===== config.mk =====
export PLATFORM = sky130hd
export DESIGN_NAME = sorted_priority_queue
export DESIGN_NICKNAME = d
export VERILOG_FILES = /design/src/rtl/core/spq_pkg.sv /design/src/rtl/core/sorted_priority_queue.sv /design/src/rtl/core/spq_dpath.sv /design/src/rtl/core/spq_ctrl.sv
export VERILOG_INCLUDE_DIRS = /design/src /design/src/rtl/core
export SDC_FILE = /design/constraint.sdc
export NUM_CORES = 2
export LEC_CHECK = 0
export ABC_CLOCK_PERIOD_IN_PS = 7000
export BUFFER_PORTS_ARGS = -buffer_cell sky130_fd_sc_hd__buf_2
export CORE_UTILIZATION = 40
export CTS_CLUSTER_DIAMETER = 50
export DETAILED_ROUTE_END_ITERATION = 6
export PLACE_DENSITY = 0.64
export SLEW_MARGIN = 10
export SYNTH_ARGS = -nofsm -noshare
export SYNTH_HDL_FRONTEND = slang
export SYNTH_SLANG_ARGS = --single-unit
export TNS_END_PERCENT = 50

===== constraint.sdc =====
create_clock -name clk -period 7 [get_ports clk]
set_clock_uncertainty 0.15 [all_clocks]
set_input_delay 0.7 -clock clk [delete_from_list [all_inputs] [get_ports clk]]
set_output_delay 0.7 -clock clk [all_outputs]
set_load 0.1 [all_outputs]

===== src/rtl/core/sorted_priority_queue_assert.svh =====
// ----------------------------------------------------------------------------
// sorted_priority_queue_assert.svh
// assertion macros for the sorted priority queue
// ----------------------------------------------------------------------------
`ifndef SORTED_PRIORITY_QUEUE_ASSERT_SVH
`define SORTED_PRIORITY_QUEUE_ASSERT_SVH

`ifndef SYNTHESIS

// consequent holds in the same cycle
`define SPQ_ASSERT_NOW(label, ante, cons) \
	label: assert property (@(posedge clk) disable iff (!arst_n) (ante) |-> (cons)) \
		else $error("spq assertion failed");

// consequent holds in the next cycle
`define SPQ_ASSERT_NEXT(label, ante, cons) \
	label: assert property (@(posedge clk) disable iff (!arst_n) (ante) |=> (cons)) \
		else $error("spq assertion failed");

`else

`define SPQ_ASSERT_NOW(label, ante, cons)
`define SPQ_ASSERT_NEXT(label, ante, cons)

`endif

`endif


===== src/rtl/core/spq_pkg.sv =====
// ----------------------------------------------------------------------------
// spq_pkg
// shared constants and controller/datapath interface types
// ----------------------------------------------------------------------------
`default_nettype none

package spq_pkg;

	localparam int CAPACITY_DEF = 64;
	localparam int KEY_BITS_DEF = 32;
	localparam int TAG_BITS_DEF = 16;

	localparam logic [1:0] STATUS_OK    = 2'd0;
	localparam logic [1:0] STATUS_EMPTY = 2'd1;
	localparam logic [1:0] STATUS_FULL  = 2'd2;

	localparam logic OP_INSERT = 1'b0;
	localparam logic OP_REMOVE = 1'b1;

	typedef struct packed {
		logic load;
		logic rd_cur;
		logic rd_prev;
		logic wr_old;
		logic wr_new;
		logic idx_inc;
		logic idx_dec;
		logic mark;
		logic pop;
		logic push;
		logic resp_empty;
		logic resp_full;
	} spq_cmd_t;

	typedef struct packed {
		logic in_remove;
		logic op_remove;
		logic empty;
		logic full;
		logic ahead;
		logic idx_last;
		logic idx_at_pos;
	} spq_stat_t;

endpackage

`default_nettype wire


===== src/rtl/core/sorted_priority_queue.sv =====
// ----------------------------------------------------------------------------
// sorted_priority_queue
// bounded priority queue of key/tag entries kept sorted in a ring memory
//
//   port group    dir   handshake
//   request       in    start & !busy: opcode, key, tag, batch_last
//   result        out   done strobe: out_valid, out_key, out_tag, status,
//                       occupancy
//   config        in    cfg_we: cfg_wdata (order_descending)
//
// remove reads the head entry, then pops it; refused requests answer from idle
// insert searches for its place, shifts the later entries back, then writes,
// or writes at once into an empty queue; the single memory port walks search then shift
// done is high one cycle; the receiver cannot stall
// reset clears the count; memory contents need no clearing
// ----------------------------------------------------------------------------
`default_nettype none

module sorted_priority_queue #(
	parameter int CAPACITY = spq_pkg::CAPACITY_DEF,
	parameter int KEY_BITS = spq_pkg::KEY_BITS_DEF,
	parameter int TAG_BITS = spq_pkg::TAG_BITS_DEF,
	localparam int CW = $clog2(CAPACITY + 1)
) (
	input  wire logic                clk,
	input  wire logic                arst_n,
	input  wire logic                cfg_we,
	input  wire logic                cfg_wdata,
	input  wire logic                start,
	output logic                     busy,
	input  wire logic                opcode,
	input  wire logic [KEY_BITS-1:0] key,
	input  wire logic [TAG_BITS-1:0] tag,
	input  wire logic                batch_last,
	output logic                     done,
	output logic                     out_valid,
	output logic [KEY_BITS-1:0]      out_key,
	output logic [TAG_BITS-1:0]      out_tag,
	output logic [1:0]               status,
	output logic [CW-1:0]            occupancy
);

`include "sorted_priority_queue_assert.svh"

	spq_pkg::spq_cmd_t  cmd;
	spq_pkg::spq_stat_t stat;
	logic               unused_batch;

	// batch end does not change ordering
	assign unused_batch = batch_last;

	spq_ctrl u_ctrl (
		.clk    (clk),
		.arst_n (arst_n),
		.start  (start),
		.stat   (stat),
		.cmd    (cmd),
		.busy   (busy)
	);

	spq_dpath #(
		.CAPACITY (CAPACITY),
		.KEY_BITS (KEY_BITS),
		.TAG_BITS (TAG_BITS)
	) u_dpath (
		.clk       (clk),
		.arst_n    (arst_n),
		.cfg_we    (cfg_we),
		.cfg_wdata (cfg_wdata),
		.opcode    (opcode),
		.key       (key),
		.tag       (tag),
		.cmd       (cmd),
		.stat      (stat),
		.done      (done),
		.out_valid (out_valid),
		.out_key   (out_key),
		.out_tag   (out_tag),
		.status    (status),
		.occupancy (occupancy)
	);

	`SPQ_ASSERT_NOW(a_done_idle, done, !busy)
	`SPQ_ASSERT_NOW(a_valid_ok, done && out_valid, status == spq_pkg::STATUS_OK)
	`SPQ_ASSERT_NEXT(a_req_moves, start && !busy, done || busy)
	`SPQ_ASSERT_NOW(a_occ_bound, 1'b1, occupancy <= CW'(CAPACITY))

endmodule

`default_nettype wire


===== src/rtl/core/spq_dpath.sv =====
// ----------------------------------------------------------------------------
// spq_dpath
// entry memory kept as a ring, index counters, compare and result registers
// ----------------------------------------------------------------------------
`default_nettype none

module spq_dpath #(
	parameter int CAPACITY = spq_pkg::CAPACITY_DEF,
	parameter int KEY_BITS = spq_pkg::KEY_BITS_DEF,
	parameter int TAG_BITS = spq_pkg::TAG_BITS_DEF,
	localparam int AW = (CAPACITY > 1) ? $clog2(CAPACITY) : 1,
	localparam int CW = $clog2(CAPACITY + 1),
	localparam int SW = CW + 1,
	localparam int WW = KEY_BITS + TAG_BITS
) (
	input  wire logic                 clk,
	input  wire logic                 arst_n,
	input  wire logic                 cfg_we,
	input  wire logic                 cfg_wdata,
	input  wire logic                 opcode,
	input  wire logic [KEY_BITS-1:0]  key,
	input  wire logic [TAG_BITS-1:0]  tag,
	input  wire spq_pkg::spq_cmd_t    cmd,
	output spq_pkg::spq_stat_t        stat,
	output logic                      done,
	output logic                      out_valid,
	output logic [KEY_BITS-1:0]       out_key,
	output logic [TAG_BITS-1:0]       out_tag,
	output logic [1:0]                status,
	output logic [CW-1:0]             occupancy
);

	logic [WW-1:0]       mem [CAPACITY];
	logic [WW-1:0]       rdata_q;
	logic [AW-1:0]       head_q;
	logic [CW-1:0]       count_q;
	logic [CW-1:0]       idx_q;
	logic [CW-1:0]       pos_q;
	logic                order_q;
	logic                op_q;
	logic [KEY_BITS-1:0] key_q;
	logic [TAG_BITS-1:0] tag_q;
	logic                done_q;
	logic                out_valid_q;
	logic [KEY_BITS-1:0] out_key_q;
	logic [TAG_BITS-1:0] out_tag_q;
	logic [1:0]          status_q;
	logic [CW-1:0]       lidx;
	logic [SW-1:0]       sum;
	logic [AW-1:0]       addr;
	logic [KEY_BITS-1:0] rkey;

	// logical index to ring address
	always_comb begin
		lidx = cmd.rd_prev ? idx_q - 1'b1 : idx_q;
		sum  = SW'(head_q) + SW'(lidx);
		if (sum >= SW'(CAPACITY)) begin
			sum = sum - SW'(CAPACITY);
		end
		addr = sum[AW-1:0];
	end

	assign rkey = rdata_q[WW-1:TAG_BITS];

	always_comb begin
		stat.in_remove  = (opcode == spq_pkg::OP_REMOVE);
		stat.op_remove  = (op_q == spq_pkg::OP_REMOVE);
		stat.empty      = (count_q == '0);
		stat.full       = (count_q >= CW'(CAPACITY));
		stat.ahead      = order_q ? (key_q >= rkey) : (key_q <= rkey);
		stat.idx_last   = (idx_q == count_q - 1'b1);
		stat.idx_at_pos = (idx_q == pos_q);
	end

	always_ff @(posedge clk) begin
		if (cmd.rd_cur || cmd.rd_prev) begin
			rdata_q <= mem[addr];
		end
	end

	always_ff @(posedge clk) begin
		if (cmd.wr_old) begin
			mem[addr] <= rdata_q;
		end else if (cmd.wr_new) begin
			mem[addr] <= {key_q, tag_q};
		end
	end

	// request payload
	always_ff @(posedge clk) begin
		if (cmd.load) begin
			op_q  <= opcode;
			key_q <= key;
			tag_q <= tag;
		end
	end

	always_ff @(posedge clk or negedge arst_n) begin
		if (!arst_n) begin
			order_q <= 1'b0;
		end else if (cfg_we) begin
			order_q <= cfg_wdata;
		end
	end

	always_ff @(posedge clk or negedge arst_n) begin
		if (!arst_n) begin
			head_q  <= '0;
			count_q <= '0;
			idx_q   <= '0;
			pos_q   <= '0;
		end else begin
			if (cmd.load) begin
				idx_q <= '0;
				pos_q <= '0;
			end else if (cmd.mark) begin
				pos_q <= stat.ahead ? idx_q : count_q;
				idx_q <= count_q;
			end else if (cmd.idx_inc) begin
				idx_q <= idx_q + 1'b1;
			end else if (cmd.idx_dec) begin
				idx_q <= idx_q - 1'b1;
			end
			if (cmd.pop) begin
				head_q  <= (head_q == AW'(CAPACITY - 1)) ? '0 : head_q + 1'b1;
				count_q <= count_q - 1'b1;
			end else if (cmd.push) begin
				count_q <= count_q + 1'b1;
			end
		end
	end

	always_ff @(posedge clk or negedge arst_n) begin
		if (!arst_n) begin
			done_q      <= 1'b0;
			out_valid_q <= 1'b0;
			status_q    <= spq_pkg::STATUS_OK;
		end else begin
			done_q      <= cmd.pop || cmd.push || cmd.resp_empty || cmd.resp_full;
			out_valid_q <= cmd.pop;
			if (cmd.resp_empty) begin
				status_q <= spq_pkg::STATUS_EMPTY;
			end else if (cmd.resp_full) begin
				status_q <= spq_pkg::STATUS_FULL;
			end else begin
				status_q <= spq_pkg::STATUS_OK;
			end
		end
	end

	always_ff @(posedge clk) begin
		if (cmd.pop) begin
			out_key_q <= rkey;
			out_tag_q <= rdata_q[TAG_BITS-1:0];
		end else begin
			out_key_q <= '0;
			out_tag_q <= '0;
		end
	end

	assign done      = done_q;
	assign out_valid = out_valid_q;
	assign out_key   = out_key_q;
	assign out_tag   = out_tag_q;
	assign status    = status_q;
	assign occupancy = count_q;

endmodule

`default_nettype wire


===== src/rtl/core/spq_ctrl.sv =====
// ----------------------------------------------------------------------------
// spq_ctrl
// sequencer for one request: read and pop on remove; search, shift and write on insert
// ----------------------------------------------------------------------------
`default_nettype none

module spq_ctrl (
	input  wire logic               clk,
	input  wire logic               arst_n,
	input  wire logic               start,
	input  wire spq_pkg::spq_stat_t stat,
	output spq_pkg::spq_cmd_t       cmd,
	output logic                    busy
);

	localparam logic [2:0] S_IDLE  = 3'd0;
	localparam logic [2:0] S_RD    = 3'd1;
	localparam logic [2:0] S_POP   = 3'd2;
	localparam logic [2:0] S_CMP   = 3'd3;
	localparam logic [2:0] S_SHCHK = 3'd4;
	localparam logic [2:0] S_SHWR  = 3'd5;
	localparam logic [2:0] S_WNEW  = 3'd6;

	logic [2:0] state_q;
	logic [2:0] state_d;

	always_comb begin
		cmd     = '0;
		state_d = state_q;
		case (state_q)
			S_IDLE: begin
				if (start) begin
					if (stat.in_remove) begin
						if (stat.empty) begin
							cmd.resp_empty = 1'b1;
						end else begin
							cmd.load = 1'b1;
							state_d  = S_RD;
						end
					end else if (stat.full) begin
						cmd.resp_full = 1'b1;
					end else begin
						cmd.load = 1'b1;
						state_d  = stat.empty ? S_WNEW : S_RD;
					end
				end
			end
			S_RD: begin
				cmd.rd_cur = 1'b1;
				state_d    = stat.op_remove ? S_POP : S_CMP;
			end
			S_POP: begin
				cmd.pop = 1'b1;
				state_d = S_IDLE;
			end
			S_CMP: begin
				if (stat.ahead || stat.idx_last) begin
					cmd.mark = 1'b1;
					state_d  = S_SHCHK;
				end else begin
					cmd.idx_inc = 1'b1;
					state_d     = S_RD;
				end
			end
			S_SHCHK: begin
				if (stat.idx_at_pos) begin
					state_d = S_WNEW;
				end else begin
					cmd.rd_prev = 1'b1;
					state_d     = S_SHWR;
				end
			end
			S_SHWR: begin
				cmd.wr_old  = 1'b1;
				cmd.idx_dec = 1'b1;
				state_d     = S_SHCHK;
			end
			S_WNEW: begin
				cmd.wr_new = 1'b1;
				cmd.push   = 1'b1;
				state_d    = S_IDLE;
			end
			default: begin
				state_d = S_IDLE;
			end
		endcase
	end

	always_ff @(posedge clk or negedge arst_n) begin
		if (!arst_n) begin
			state_q <= S_IDLE;
		end else begin
			state_q <= state_d;
		end
	end

	assign busy = (state_q != S_IDLE);

endmodule

`default_nettype wire

# Word-level counts from Yosys, hierarchy flattened
# Memory sizes are Yosys's and may differ from the RTL's. A register that Yosys moved wholly into a read port is not among the register bits.
# Cells that the tools add are included.
# totals
in_bits	55
ff_bits	132
out_inout_bits	60
romBits	0
n_memories	1
ram_bits	3072
wordCells	102
latchBits	0
# memory_table
name	depth	width	read_ports	rd_clocked_by_memory_dff	wr	line_no	rtl
u_dpath.mem	64	48	1	1	1	spq_dpath.sv:33	logic [WW-1:0] mem [CAPACITY];
# op_classes
order_cmp	4
n_addsub	7
bitwise	1
shifts	0
eq_ne	12
div_mod_pow	0
n_reduce_logical	12
n_mul	0
mux	51
# ops
cell	n
two-way mux 7 bit	10
two-way mux 48 bit	1
>= comparator 32 bit	1
less-or-equal comparator 32 bit	1
two-way mux 1 bit	26
two-way mux 3 bit	6
case mux 3 bit (5 select lines)	1
adder 7 x 1 -> 7 bit (second input constant)	2
equality test 7 bit	2
subtractor 7 x 1 -> 7 bit (second input constant)	2
two-way mux 6 bit	2
two-way mux 2 bit	5
equality test 3 bit (second input constant)	3
adder 6 x 7 -> 8 bit	1
>= comparator 8 x 7 -> 1 bit (second input constant)	1
>= comparator 7 bit (second input constant)	1
logical NOT 7 bit	1
adder 6 x 1 -> 6 bit (second input constant)	1
equality test 3 x 2 -> 1 bit (second input constant)	2
equality test 6 bit (second input constant)	1
!= test 3 bit (second input constant)	2
subtractor 6 x 1 -> 6 bit (second input constant)	1
logical OR 1 bit	5
nonzero test 2 bit	2
7 further kinds	7

# Longest topological paths before layout
# depth
word_depth	8
mapped_depth	18
ltp_nobuf	14

# Cells and area by module
# Synthesis repeated with hierarchy kept, for this count alone.
# hier_totals
cells_unflattened	6452
area_unflattened_um2	119592.2
# modules_own_cells
module	seq_area_each_um2	area_per_inst_um2	cells_per_inst	n_inst
spq_dpath	96923.0	119281.9	6411	1
spq_ctrl	75.1	310.3	41	1

# Worst setup path before layout
# Ideal clock, no wire load.
# synth_path
kind	reg2reg
start	register u_dpath.idx_q[0]
end	memory u_dpath.mem[24][0] (netlist bit) (enable)
required_time_ns	6.396
arrival_time_ns	5.493
setup_time_ns	0.454
path_buffers	4
period_less_slack_ns	6.096
stages_incl_launch_ff	15
path_slack_ns	0.904
cell_sequence	dfrtp_1 -> buf_6 -> xnor2_4 -> nand4_4 -> o2111ai_4 -> xnor2_1 -> ha_1 -> fa_1 -> xor2_1 -> nor3_2 -> clkbuf_1 -> clkbuf_1 -> clkbuf_1 -> nand2_1 -> nor2_1
# synth_via
elab_chain_len	7
word_cells_on_any_way	9
cone_classes	add/sub: 3; order compare: 1; eq/ne: 1; mux: 4
# synth_lines
item	line_no	rtl
from (decl)	spq_dpath.sv:37	logic [CW-1:0] idx_q;
from (signal assigned)	spq_dpath.sv:118	idx_q <= count_q;
from (signal assigned)	spq_dpath.sv:120	idx_q <= idx_q + 1'b1;
from (signal assigned)	spq_dpath.sv:122	idx_q <= idx_q - 1'b1;
parallel branches: the longest is 3 deep, another holds subtractor 7 x 1 -> 7 bit	--	
two-way mux 7 bit (*)	spq_dpath.sv:55	lidx = cmd.rd_prev ? idx_q - 1'b1 : idx_q;
adder 6 x 7 -> 8 bit (*)	spq_dpath.sv:56	sum = SW'(head_q) + SW'(lidx);
>= comparator 8 x 7 -> 1 bit or subtractor 6 x 1 -> 6 bit (tied branches)	spq_dpath.sv:57, spq_dpath.sv:58	
two-way mux 6 bit (*)	spq_dpath.sv:57	if (sum >= SW'(CAPACITY)) begin
to (decl)	spq_dpath.sv:33	
# Every way passes the cells marked *.

# Worst setup path after layout
# layout_path
start	register u_dpath.idx_q[3]
end	memory u_dpath.mem[27][9] (netlist bit) (enable)
# Same word-level chain as after synthesis.

==> impl_metrics.py <==
metrics = {
    "run_status": {
        "outcome": "finished, final reports clean",
    },
    "clocking": {
        "postCtsSetupRepairBufs": 0,
        "htreeDepth": 5,
        "cts_buffers": 341,
        "clk_pin_slew_ps": 60,
        "cts_tree": "done",
        "clk_latency_ps": 970,
        "cts_root_buf": "clkbuf_16",
        "cts_buffer_depth": 4,
        "clock_sinks": 3252,
    },
    "global_route": {
        "grt_first_pass_wirelength_um": 483000,
        "grtUsageTotal_pct": 22.4,
        "use_met1_pct": 31.2,
        "use_met3_pct": 5.12,
        "antenna_found_initial": 14,
        "gr-max-usage-layer": "met2",
        "grt_pass1_vias": 65800,
        "grt.overflow.total": 0,
        "grt_max_degree": 131,
        "grtUsageMet2_pct": 35.1,
    },
    "synthesis": {
        "synth_cell_types": 69,
        "ys_top_cells_by_area": "edfxtp_1 80%, a22oi_1 8.5%, nand4_1 2.1%, clkbuf_1 0.93%, mux4_2 0.89%",
        "synth_flop_cell": "edfxtp_1",
        "ys_ff_latch": 3252,
        "synth-edff-count": 3169,
        "yosysTopAreaCellShare_pct": 79.9,
        "syn_nets": 6483,
        "synth-seq-area-share_pct": 81.5,
        "syn_inst": 6385,
        "netlist_area_um2": 119000,
        "postSynthAreaPerCell_um2": 18.7,
        "synth_top_cell_by_area": "edfxtp_1",
        "async_flop_share_pct": 1.08,
        "ys_warn_count": 0,
    },
    "critical_path": {
        "start_kind": "register",
        "critical_path_class": "register to register",
        "arrival_ps": 6530,
        "cp.required_ps": 7440,
        "critPathMaxFanout": 56,
        "end_kind": "register",
    },
    "cells_and_area": {
        "seqCellArea_um2": 97000,
        "fin_nets": 6779,
        "syn2layout_area_growth_pct": 15.2,
        "multiInputGateArea_um2": 20800,
        "layout-drive-gt1-share_pct": 14.6,
        "fill_cells": 24100,
    },
    "timing": {
        "tns_ps": 0,
        "rsz0062_at_grt": "false",
        "finalMaxSlewViolations": 0,
        "fmax_ghz": 0.164,
        "setup-violations-final": 0,
        "post-route-min-period_ps": 6090,
        "hold_violations": 0,
        "fin_crit_sh_pct": 87.1,
        "slew_headroom_pct": 17.7,
        "max_slew.worst_pin.slew_ps": 1240,
    },
    "route": {
        "wl_um": 344000,
        "antenna_left": 0,
        "dr.pass1.iters": 6,
        "drtIter0Drc": 9398,
        "num_vias": 67800,
        "routedWlPerCell_um": 31.7,
        "drc_errors": 0,
        "vias_per_cell": 6.23,
    },
    "hold_path": {
        "worst_hold_path_type": "input pin to register",
    },
    "placed_design": {
        "portBuffers": 113,
        "gp_congestion": 0.867,
        "dpl.hpwl_um": 170000,
    },
    "floorplan": {
        "rows": 199,
        "die_x_um": 548,
        "die_h_um": 548,
        "core_area_um2": 295000,
        "fp.dieArea_um2": 300000,
        "io-pin-count": 115,
        "start_util_pct": 40.4,
    },
    "flow_run": {
        "maxCapViolCount": 0,
    },
}
repair_timing:
action,in CTS,in global routing
hold buffers,52,0
resized for setup,0,0
hold endpoints to repair,89,0
placed cells by master, fill, tap and decap left out, types with 47 or more instances in the layout:
cell	instances
dfxtp_1	48
buf_2	113
buf_4	139
mux4_2	47
a221oi_1	96
clkinv_2	59
o211ai_1	94
nand4_1	396
clkbuf_16	348
clkbuf_1	61
a22o_1	92
a22oi_1	1352
nor2_1	69
nor2_4	73
edfxtp_1	3169
buf_12	72
dlygate4sd3_1	52
clkinv_1	60
through the flow:
stage          util, %  setup slack [ps]  instances  area, um2  hold slack, ps
2_1_floorplan        -               904       6385     119000             254
3_3_place_gp      42.7              1150      10200     126000             329
3_5_place_dp      42.7              1050      10200     126000             314
4_1_cts           46.4              1000      10900     137000            8.48
5_1_grt           46.5               693      10900     137000            59.5
6_report          46.5               906      10900     137000            70.8
metal layers:
metal  vias up  wire length, um
met4         4             8910
met2      4457           159000
met3       586            40500
met1     35100           135000
li1      27700                -
met5         -              138
area by class of cell:
type | instances | area share (%)
repair buffers | 376 | 2.60
clock inverters | 181 | 1.16
well taps | 3919 | 3.58
diodes | 19 | 0.0347
clock buffers | 416 | 6.59
inverters | 49 | 0.134
multi-input cells | 2661 | 15.2
flip-flops and latches | 3252 | 70.7
flip-flops by register name, indices dropped and copies added (netlist names), 2 cells and up:
| register | flops |
|---|---|
| u_dpath.mem | 3072 |
| u_dpath.rdata_q | 48 |
| u_dpath.key_q | 32 |
| u_dpath.out_key | 32 |
| u_dpath.out_tag | 16 |
| u_dpath.tag_q | 16 |
| u_dpath.idx_q | 7 |
| u_dpath.occupancy | 7 |
| u_dpath.pos_q | 7 |
| u_dpath.head_q | 6 |
| u_ctrl.state_q | 3 |
| u_dpath.status | 2 |
cell families (layout without fill, tap and decap cells):
family,after synthesis,count (layout),share of synthesized area [%]
XOR/XNOR,47,47,0.440
buffers and inverters,472,1022,1.62
AND/OR/NAND/NOR,690,690,3.27
flip-flops,3252,3252,81.5
multiplexers,109,109,1.50
AO/OA/AOI/OAI,1772,1772,11.3
adder cells (fa/ha/maj),43,43,0.458
other,0,19,0
final timing paths:
| check | slack, ps | cells after the start | start | endpoint |
|---|---|---|---|---|
| min in group asynchronous | 270 | 2 | arst_n | u_dpath.occupancy[0] |
| max in group asynchronous | 5860 | 2 | arst_n | u_ctrl.state_q[2] |
| hold / removal | 70 | 4 | start | u_dpath.status[1] |
| setup reg to reg | 910 | 12 | u_dpath.idx_q[3] | u_dpath.mem[27][9] |
| hold reg to reg | 350 | 1 | u_dpath.rdata_q[3] | u_dpath.out_tag[3] |
| setup / recovery | 910 | 12 | u_dpath.idx_q[3] | u_dpath.mem[27][9] |
synthesized netlist by cell type (17+ instances only):
| library cell | instances |
|---|---|
| a21oi_1 | 32 |
| nand2_1 | 41 |
| edfxtp_1 | 3169 |
| buf_2 | 84 |
| nor2_1 | 141 |
| mux4_2 | 47 |
| ha_1 | 42 |
| nand4_1 | 396 |
| dfxtp_1 | 48 |
| clkbuf_1 | 296 |
| nor3_1 | 39 |
| a221oi_1 | 96 |
| xor2_1 | 17 |
| mux2_2 | 50 |
| o211ai_1 | 94 |
| dfrtp_1 | 35 |
| a22o_1 | 92 |
| buf_1 | 33 |
| o21ai_0 | 23 |
| xnor2_1 | 21 |
| a22oi_1 | 1352 |
| inv_1 | 47 |
| a31oi_1 | 46 |
| and2_1 | 20 |
critical path, cell delays in order, from the launching register on:
cell and delay [ps]:
dfrtp_1 690, xnor2_1 200, nand3_2 150, o2111ai_4 340, xnor2_1 170, ha_1 260, fa_1 760, nand2_1 220
nor2_4 400, buf_12 390, nand2_1 570, nor2_4 860, buf_4 500
Power is left out: the tool's default activity adds up to more than one toggle a clock period on the data nets, which glitch-free logic cannot reach.
